**src/hdl/psraa_pkg.sv**
```systemverilog
package psraa_pkg;

    localparam int SUM_W  = 48;
    localparam int CNT_W  = 32;
    localparam int TIME_W = 32;
    localparam int TEMP_W = 16;
    localparam int QUO_W  = SUM_W;
    localparam int DIV_STEPS = QUO_W;
    localparam int DCNT_W = $clog2(DIV_STEPS + 1);

    // Configuration register indexes.
    localparam logic [1:0] CFG_WINDOW = 2'd0;
    localparam logic [1:0] CFG_COLD   = 2'd1;
    localparam logic [1:0] CFG_HOT    = 2'd2;

    localparam logic [31:0]        WINDOW_RST = 32'd60;
    localparam logic signed [15:0] COLD_RST   = 16'sd100;
    localparam logic signed [15:0] HOT_RST    = 16'sd300;

    typedef enum logic [1:0] {
        STS_NORMAL  = 2'd0,
        STS_COLD    = 2'd1,
        STS_HOT     = 2'd2,
        STS_INVALID = 2'd3
    } t_status;

    // One entry of the per-sensor store.
    typedef struct packed {
        logic signed [SUM_W-1:0] sum;
        logic [CNT_W-1:0]        cnt;
        logic [TIME_W-1:0]       last;
    } t_entry;

    typedef enum logic [2:0] {
        STEP_FETCH  = 3'd0,
        STEP_READ   = 3'd1,
        STEP_UPDATE = 3'd2,
        STEP_DIV    = 3'd3,
        STEP_FINISH = 3'd4,
        STEP_WAIT   = 3'd5,
        STEP_OUT    = 3'd6
    } t_step;

    typedef enum logic [2:0] {
        COND_NEXT,
        COND_ALWAYS,
        COND_NO_INPUT,
        COND_INVALID,
        COND_DIV_MORE,
        COND_OUT_BUSY
    } t_cond;

    typedef struct packed {
        t_cond cond;
        t_step target;
        logic  ld_in;
        logic  rd;
        logic  upd;
        logic  div_step;
        logic  finish;
        logic  ld_out;
    } t_ctl;

    // Microprogram: one control word per step.
    function automatic t_ctl ucode(input t_step s);
        t_ctl c;
        c = '{cond: COND_NEXT, target: STEP_FETCH, default: 1'b0};
        case (s)
            STEP_FETCH: begin
                c.cond   = COND_NO_INPUT;
                c.target = STEP_FETCH;
                c.ld_in  = 1'b1;
            end
            STEP_READ: begin
                c.cond   = COND_INVALID;
                c.target = STEP_WAIT;
                c.rd     = 1'b1;
            end
            STEP_UPDATE: begin
                c.upd = 1'b1;
            end
            STEP_DIV: begin
                c.cond     = COND_DIV_MORE;
                c.target   = STEP_DIV;
                c.div_step = 1'b1;
            end
            STEP_FINISH: begin
                c.finish = 1'b1;
            end
            STEP_WAIT: begin
                c.cond   = COND_OUT_BUSY;
                c.target = STEP_WAIT;
            end
            STEP_OUT: begin
                c.cond   = COND_ALWAYS;
                c.target = STEP_FETCH;
                c.ld_out = 1'b1;
            end
            default: begin
                c.cond   = COND_ALWAYS;
                c.target = STEP_FETCH;
            end
        endcase
        return c;
    endfunction

endpackage

```
**src/hdl/psraa_ram.sv**
```systemverilog
module psraa_ram #(
    parameter int WIDTH = 112,
    parameter int DEPTH = 16,
    parameter int AW    = 4
) (
    input  logic             i_clk,
    input  logic             i_we,
    input  logic [AW-1:0]    i_waddr,
    input  logic [WIDTH-1:0] i_wdata,
    input  logic [AW-1:0]    i_raddr,
    output logic [WIDTH-1:0] o_rdata
);

    logic [WIDTH-1:0] r_mem [DEPTH];

    always_ff @(posedge i_clk) begin
        if (i_we) begin
            r_mem[i_waddr] <= i_wdata;
        end
        o_rdata <= r_mem[i_raddr];
    end

endmodule

```
**src/hdl/per_sensor_running_average_alarm.sv**
```systemverilog
// Per-sensor running average with a temperature alarm.
// Input channel: i_valid / o_stall carry one sample item (sensor id, signed
// temperature in tenths of a degree, sample time, current time). Output channel:
// o_valid / i_stall carry one result item per sample (echoed id, average
// truncated toward zero, status). An item moves at a rising edge where valid is
// high and stall is low.
// A small microprogram steps a plain datapath: fetch, store read, update and
// write-back, a restoring divider that produces one quotient bit per cycle,
// finish (sign and alarm compare), and output load. A valid sample passes
// through fetch, read, update, the divider loop, finish, wait and output load
// before the next sample is accepted; a sample with an invalid id goes from
// the read step straight to the wait step and then to the output load.
// The output register lets a finished result wait while the next sample is
// taken and worked on; if the receiver still stalls when that next result is
// ready, the sequencer holds in its wait step until the register frees up.
// Reset is synchronous and active low. It clears the per-sensor valid bits, so
// every sensor reads as zero sum, count and last time, and loads the register
// defaults: reset window 60 s, cold limit 10.0, hot limit 30.0 degrees.
// Configuration writes are taken at any edge with i_cfg_we high.
module per_sensor_running_average_alarm #(
    parameter int SENSOR_COUNT = 16
) (
    input  logic                        i_clk,
    input  logic                        i_rst_n,
    input  logic                        i_cfg_we,
    input  logic [1:0]                  i_cfg_index,
    input  logic [31:0]                 i_cfg_data,
    input  logic                        i_valid,
    output logic                        o_stall,
    input  logic [7:0]                  i_sensor_id,
    input  logic signed [15:0]          i_temperature,
    input  logic [31:0]                 i_sample_time,
    input  logic [31:0]                 i_now_time,
    output logic                        o_valid,
    input  logic                        i_stall,
    output logic [7:0]                  o_sensor_echo,
    output logic signed [15:0]          o_average,
    output psraa_pkg::t_status          o_status
);

    import psraa_pkg::*;

    localparam int IDX_W = (SENSOR_COUNT > 1) ? $clog2(SENSOR_COUNT) : 1;

    // Configuration registers.
    logic [31:0]        r_window;
    logic signed [15:0] r_cold;
    logic signed [15:0] r_hot;

    always_ff @(posedge i_clk) begin
        if (!i_rst_n) begin
            r_window <= WINDOW_RST;
            r_cold   <= COLD_RST;
            r_hot    <= HOT_RST;
        end else if (i_cfg_we) begin
            case (i_cfg_index)
                CFG_WINDOW: r_window <= i_cfg_data;
                CFG_COLD:   r_cold   <= i_cfg_data[15:0];
                CFG_HOT:    r_hot    <= i_cfg_data[15:0];
                default:    ;
            endcase
        end
    end

    // Sequencer: the step counter addresses the microcode table.
    t_step r_step;
    t_step n_step;
    t_ctl  ctl;
    logic  cond_hit;

    logic [DCNT_W-1:0] r_dcnt;
    logic              r_out_valid;
    logic              r_bad;
    logic              out_busy;
    logic              accept;

    assign ctl      = ucode(r_step);
    assign out_busy = r_out_valid && i_stall;
    assign o_stall  = !ctl.ld_in;
    assign accept   = i_valid && ctl.ld_in;

    always_comb begin
        case (ctl.cond)
            COND_NEXT:     cond_hit = 1'b0;
            COND_ALWAYS:   cond_hit = 1'b1;
            COND_NO_INPUT: cond_hit = !i_valid;
            COND_INVALID:  cond_hit = r_bad;
            COND_DIV_MORE: cond_hit = (r_dcnt != DCNT_W'(1));
            COND_OUT_BUSY: cond_hit = out_busy;
            default:       cond_hit = 1'b1;
        endcase
        n_step = cond_hit ? ctl.target : t_step'(r_step + 3'd1);
    end

    always_ff @(posedge i_clk) begin
        if (!i_rst_n) begin
            r_step <= STEP_FETCH;
        end else begin
            r_step <= n_step;
        end
    end

    // Latched sample.
    logic [7:0]         r_id;
    logic signed [15:0] r_temp;
    logic [31:0]        r_stime;
    logic [31:0]        r_now;

    always_ff @(posedge i_clk) begin
        if (accept) begin
            r_id    <= i_sensor_id;
            r_temp  <= i_temperature;
            r_stime <= i_sample_time;
            r_now   <= i_now_time;
            r_bad   <= !({1'b0, i_sensor_id} < 9'(SENSOR_COUNT));
        end
    end

    // Per-sensor store. An entry whose valid bit is clear reads as all zero.
    logic [SENSOR_COUNT-1:0] r_entry_ok;
    logic                    r_hit;
    logic [IDX_W-1:0]        addr;
    logic                    ram_we;
    t_entry                  rd_raw;
    t_entry                  cur;
    t_entry                  nxt;

    assign addr   = r_id[IDX_W-1:0];
    assign ram_we = ctl.upd;

    psraa_ram #(
        .WIDTH ($bits(t_entry)),
        .DEPTH (SENSOR_COUNT),
        .AW    (IDX_W)
    ) u_store (
        .i_clk   (i_clk),
        .i_we    (ram_we),
        .i_waddr (addr),
        .i_wdata (nxt),
        .i_raddr (addr),
        .o_rdata (rd_raw)
    );

    always_ff @(posedge i_clk) begin
        if (!i_rst_n) begin
            r_entry_ok <= '0;
        end else if (ram_we) begin
            r_entry_ok[addr] <= 1'b1;
        end
    end

    always_ff @(posedge i_clk) begin
        if (ctl.rd) begin
            r_hit <= r_entry_ok[addr];
        end
    end

    assign cur = r_hit ? rd_raw : '0;

    // Update rule: restart when the current time lies more than the window
    // past the last sample; otherwise add, unless the count is saturated.
    logic [32:0] age;
    logic        restart;
    logic        saturated;

    assign age       = {1'b0, r_now} - {1'b0, cur.last};
    assign restart   = !age[32] && (age[31:0] > r_window);
    assign saturated = &cur.cnt;

    always_comb begin
        nxt = cur;
        if (restart) begin
            nxt.sum  = SUM_W'(r_temp);
            nxt.cnt  = CNT_W'(1);
            nxt.last = r_stime;
        end else if (!saturated) begin
            nxt.sum  = cur.sum + SUM_W'(r_temp);
            nxt.cnt  = cur.cnt + CNT_W'(1);
            nxt.last = r_stime;
        end
    end

    // Restoring divider on magnitudes: one quotient bit per cycle. The
    // dividend register shifts out its top bit and takes in the quotient bit.
    logic [QUO_W-1:0] r_quo;
    logic [CNT_W-1:0] r_rem;
    logic [CNT_W-1:0] r_dvs;
    logic             r_neg;
    logic [CNT_W:0]   rem_sh;
    logic [CNT_W+1:0] rem_sub;
    logic             fits;

    assign rem_sh  = {r_rem, r_quo[QUO_W-1]};
    assign rem_sub = {1'b0, rem_sh} - {2'b0, r_dvs};
    assign fits    = !rem_sub[CNT_W+1];

    always_ff @(posedge i_clk) begin
        if (!i_rst_n) begin
            r_dcnt <= '0;
        end else if (ctl.upd) begin
            r_dcnt <= DCNT_W'(DIV_STEPS);
        end else if (ctl.div_step) begin
            r_dcnt <= r_dcnt - DCNT_W'(1);
        end
    end

    always_ff @(posedge i_clk) begin
        if (ctl.upd) begin
            r_neg <= nxt.sum[SUM_W-1];
            r_quo <= nxt.sum[SUM_W-1] ? QUO_W'(-nxt.sum) : QUO_W'(nxt.sum);
            r_rem <= '0;
            r_dvs <= nxt.cnt;
        end else if (ctl.div_step) begin
            r_rem <= fits ? rem_sub[CNT_W-1:0] : rem_sh[CNT_W-1:0];
            r_quo <= {r_quo[QUO_W-2:0], fits};
        end
    end

    // Finish: restore the sign and compare against the alarm limits. The
    // average always fits in 16 signed bits, so 17 bits cover the negation.
    logic signed [16:0] avg17;
    logic signed [15:0] r_avg;
    t_status            r_sts;

    assign avg17 = r_neg ? -$signed(r_quo[16:0]) : $signed(r_quo[16:0]);

    always_ff @(posedge i_clk) begin
        if (ctl.finish) begin
            r_avg <= avg17[15:0];
            if (avg17 < 17'(r_cold)) begin
                r_sts <= STS_COLD;
            end else if (avg17 > 17'(r_hot)) begin
                r_sts <= STS_HOT;
            end else begin
                r_sts <= STS_NORMAL;
            end
        end
    end

    // Output register.
    logic load_out;

    assign load_out = ctl.ld_out;

    always_ff @(posedge i_clk) begin
        if (!i_rst_n) begin
            r_out_valid <= 1'b0;
        end else if (load_out) begin
            r_out_valid <= 1'b1;
        end else if (!i_stall) begin
            r_out_valid <= 1'b0;
        end
    end

    always_ff @(posedge i_clk) begin
        if (load_out) begin
            o_sensor_echo <= r_id;
            o_average     <= r_bad ? 16'sd0 : r_avg;
            o_status      <= r_bad ? STS_INVALID : r_sts;
        end
    end

    assign o_valid = r_out_valid;

    // A sample is taken only when the sequencer waits for one, so the block
    // stalls right after taking it.
    a_stall_after_accept : assert property (@(posedge i_clk) disable iff (!i_rst_n)
        accept |=> o_stall)
        else $error("input accepted twice in a row");

    // The store is written only for a valid id.
    a_write_valid_id : assert property (@(posedge i_clk) disable iff (!i_rst_n)
        ram_we |-> !r_bad)
        else $error("store written for an invalid id");

    // A new result never overwrites one that the receiver has not taken.
    a_no_overwrite : assert property (@(posedge i_clk) disable iff (!i_rst_n)
        load_out |-> !out_busy)
        else $error("output register overwritten while stalled");

    // The divider loop only runs with bits left to produce.
    a_div_count : assert property (@(posedge i_clk) disable iff (!i_rst_n)
        ctl.div_step |-> (r_dcnt != '0))
        else $error("divider stepped past its last bit");

    // After a write-back the entry reads as valid.
    a_entry_marked : assert property (@(posedge i_clk) disable iff (!i_rst_n)
        ram_we |=> r_entry_ok[$past(addr)])
        else $error("store entry not marked valid after write");

endmodule
```
**config.mk**
```make
export PLATFORM = sky130hd
export DESIGN_NAME = per_sensor_running_average_alarm
export DESIGN_NICKNAME = d
export VERILOG_FILES = /design/src/hdl/psraa_pkg.sv /design/src/hdl/psraa_ram.sv /design/src/hdl/per_sensor_running_average_alarm.sv
export SDC_FILE = /design/constraint.sdc
export NUM_CORES = 2
export LEC_CHECK = 0
export BUFFER_PORTS_ARGS = -buffer_cell sky130_fd_sc_hd__buf_4
export CORE_UTILIZATION = 35
export DETAILED_ROUTE_END_ITERATION = 8
export PLACE_DENSITY = 0.56
export SYNTH_ARGS = -nofsm -noshare
export SYNTH_HDL_FRONTEND = slang
export SYNTH_HIERARCHICAL = 1
export SYNTH_SLANG_ARGS = --single-unit
```
**constraint.sdc**
```tcl
create_clock -name i_clk -period 9.7 [get_ports i_clk]
set_input_delay 1.94 -clock i_clk [delete_from_list [all_inputs] [get_ports i_clk]]
set_output_delay 1.94 -clock i_clk [all_outputs]
set_load 0.01 [all_outputs]
```
==> summary.md <==
| Metric | Value |
|---|---|
| Vias post-DR | between 50,000 and 60,000 |
| Most frequent cells in the layout | edfxtp_1, nand2_1, mux4_2, buf_4, dfxtp_1 |
| Final WL | about 250,000 um |
| Starting Density | 0.353 |
| Share of cells above drive strength 1 | 0.190 |
| Reg clk slew, reported paths | 0.06 ns |
| Hold Violations, Final | 0 |
| CP arrival | 9.38 ns |
| Mapped Cells | 5,790 |
| Status | finished, final reports clean |
| #FFs+latches synth | approximately 2,200 |
| I/O Buffers | approximately 150 |
| Synth Cell Area | between 90,000 and 100,000 sq um |
| Setup Skew | between 0.05 and 0.06 ns |
| Pin count of the biggest net entering global routing | roughly 130 |
| CTS Root Cell | clkbuf_16 |
| Wire per inst | between 20 and 30 um |
| Fmax | 0.114 GHz |
| Multi-input gate area | roughly 27,000 sq um |
| Min cycle time layout | ~8.8 ns |
| Worst-Margin Slew | approximately 1.3 ns |
| Die Ht | approximately 520 um |
| CP endpoint kind | flop |
| First-pass GRT wire length | ~360,000 um |
| R2R Setup Slk | ~0.9 ns |
| Slew margin rel. | 0.139 |
| Remaining routing DRC violations | 0 |
| Slew Limit Fails | 0 |
| Commonest non-fill, non-tap cell in the layout | edfxtp_1 |
| Drt initial violations | 4,971 |
| Drt via density | approximately 5.4 |
| Maximum vdd drop | between 0.0002 and 0.0003 V |
| RSZ-0062 raised after global routing | no |
| Final WS setup | 0.902 ns |
| Antenna violations before repair | 5 |
| Avg Synthesized Cell Area | approximately 16 sq um |
| Worst-path fanout max | 42 |
| Die area | ~270,000 sq um |
| Sequential cell area | between 60,000 and 70,000 sq um |
| CTS tree | built |
| Post-CTS Setup Inserts | 0 |
| IO Count | roughly 160 |
| Most numerous cell on the critical path | o21ai_0 |
| Worst min-delay path class | flop to flop |
| Placed Cells | 9,346 |
| Tcrit/Tclk final | 0.907 |
| Total global routing overflow | 0 |
| Final Setup Violations | 0 |
| Hold-fix buffers, CTS | 0 |
| Crit path required time | between 10 and 15 ns |
| Core Area | between 200,000 and 300,000 sq um |
| Post-synth top flop | edfxtp_1 |
| Post-synth EDFFs | 2,007 |
| Crit path largest cell delay | about 0.52 ns |
| Leakage power | about 36 nW |
| Area grow syn2layout | 14.2% |
| Post-Place Worst Slack | ~0.83 ns |
| Vias in the first global route | roughly 54,000 |
| Nets | roughly 6,400 |
| Post-Syn Nets | 6,108 |
| Hpwl dp | around 140,000 um |
| Register area share after synthesis | 0.693 |
| Setup TNS | 0 ns |
| Clock Path Buffers | 3 |
| Worst setup path category | flop to flop |
| GPL Wtd Cong | 0.838 |
| CP max stage cell | or3_1 |
| Synth warn | 6 |
| Post-CTS sizing | 0 |
| Final antenna-violating net count | 0 |
| Cell Pwr Density | 330 nW/um^2 |
| Die Span X | slightly above 500 um |
| # rows | approximately 190 |
| # fillers | about 24,000 |
| Drt pass-1 iters | 5 |
| All-Layer GR Usage | 0.181 |
| Startpoint types | flop |
| Fin Hold WS | between 0.4 and 0.5 ns |
| Clock latency on the worst-skew pair | 0.87 ns |
| Max_cap viols | 0 |
| CTS Sinks | around 2,200 |
| Async SR Flop Fraction | 0 |
| H-Tree Depth | 4 |
| Post-synthesis cell type count | 97 |
| Finished Layout Cells | slightly below 10,000 |
| CTS buffer count | between 200 and 250 |
-- through the flow --
stage	total power, mW	util	cell area, sq um
6_report	35.3	0.403	107000
5_1_grt	37.1	0.403	107000
4_1_cts	35.6	0.403	107000
3_5_place_dp	26.9	0.375	99600
3_3_place_gp	26.6	0.375	99600
2_1_floorplan	22.5	-	93800
-- worst paths after layout --
path | from | end | depth (start not counted)
max | r_hit | r_quo[36] | 37
max reg2reg | r_hit | r_quo[36] | 37
min reg2reg | r_id[7] | o_sensor_echo[7] | 0
min | r_id[7] | o_sensor_echo[7] | 0
-- worst max-delay path: cells and delay by family (launching register included) --
family	cells	cell delay, ns
DFF	1	0.44
buffers and inverters	5	0.88
AOI/OAI and AO/OA	19	3.97
and+or+nand+nor	8	2.08
xor gates and xnor gates	2	0.31
adders and majority gates	3	0.81
-- cells in the mapped netlist (all sizes together), types with 26 or more instances --
cell type  count  area share
edfxtp      2007        0.64
nand2        561       0.022
mux4         453        0.11
o21ai        236       0.013
dfxtp        234       0.050
nor2         230      0.0093
a22oi        225       0.018
a21oi        223       0.012
ha           188       0.025
inv          169      0.0068
clkbuf       159      0.0064
buf          125      0.0079
xnor2        100      0.0093
xor2          74      0.0069
a21boi        62      0.0050
and2          62      0.0041
a21o          61      0.0049
nor3          57      0.0030
nor2b         55      0.0037
nand3         52      0.0028
nand4         35      0.0023
o21a          30      0.0025
or3           28      0.0019
a31oi         27      0.0018
nand2b        26      0.0018
-- logic make-up (layout without fill, tap and decap cells) --
family	count (synthesis)	in the layout	share of synthesized area
AOI/OAI and AO/OA	1044	1044	0.0729
xor gates and xnor gates	174	174	0.0163
other	0	4	0
buffers and inverters	453	902	0.0210
adders and majority gates	191	191	0.0257
muxes	483	483	0.112
and+or+nand+nor	1204	1204	0.0592
DFF	2241	2241	0.693
-- metal layers --
metal	global-route usage	wire length, um	up-vias
met5	0	0	-
met4	0.0421	4750	0
met3	0.0252	13400	322
met2	0.301	120000	1551
met1	0.250	109000	28100
li1	-	-	23300
-- registers in the layout (all words and copies together), names as in the netlist, 6 cells and up --
register,flops
r_id,8
o_average,16
r_stime,32
u_store/r_mem,1792
r_entry_ok,16
o_sensor_echo,8
r_avg,16
r_temp,16
r_window,32
r_rem,32
r_dvs,32
u_store/o_rdata,112
r_cold,16
r_now,32
r_quo,48
r_hot,16
r_dcnt,6
-- report_power, final --
part	leakage (nW)	switching (mW)	total, mW	internal, mW
Sequential	20.1	0.452	14.4	13.9
Combinational	12.0	8.17	12.3	4.10
Clock	3.62	3.71	8.67	4.96
Total	35.8	12.3	35.3	23.0
-- cell type report --
type / count / area share
Antenna cell: 4 / 0.0000935
Clock buffer: 320 / 0.0588
Clock inverter: 104 / 0.0104
Inverter: 169 / 0.00592
Multi-Input combinational cell: 3096 / 0.253
Sequential cell: 2241 / 0.607
Tap cell: 3533 / 0.0413
Timing Repair Buffer: 309 / 0.0239
No activity file was read; power rests on OpenSTA's default activity.
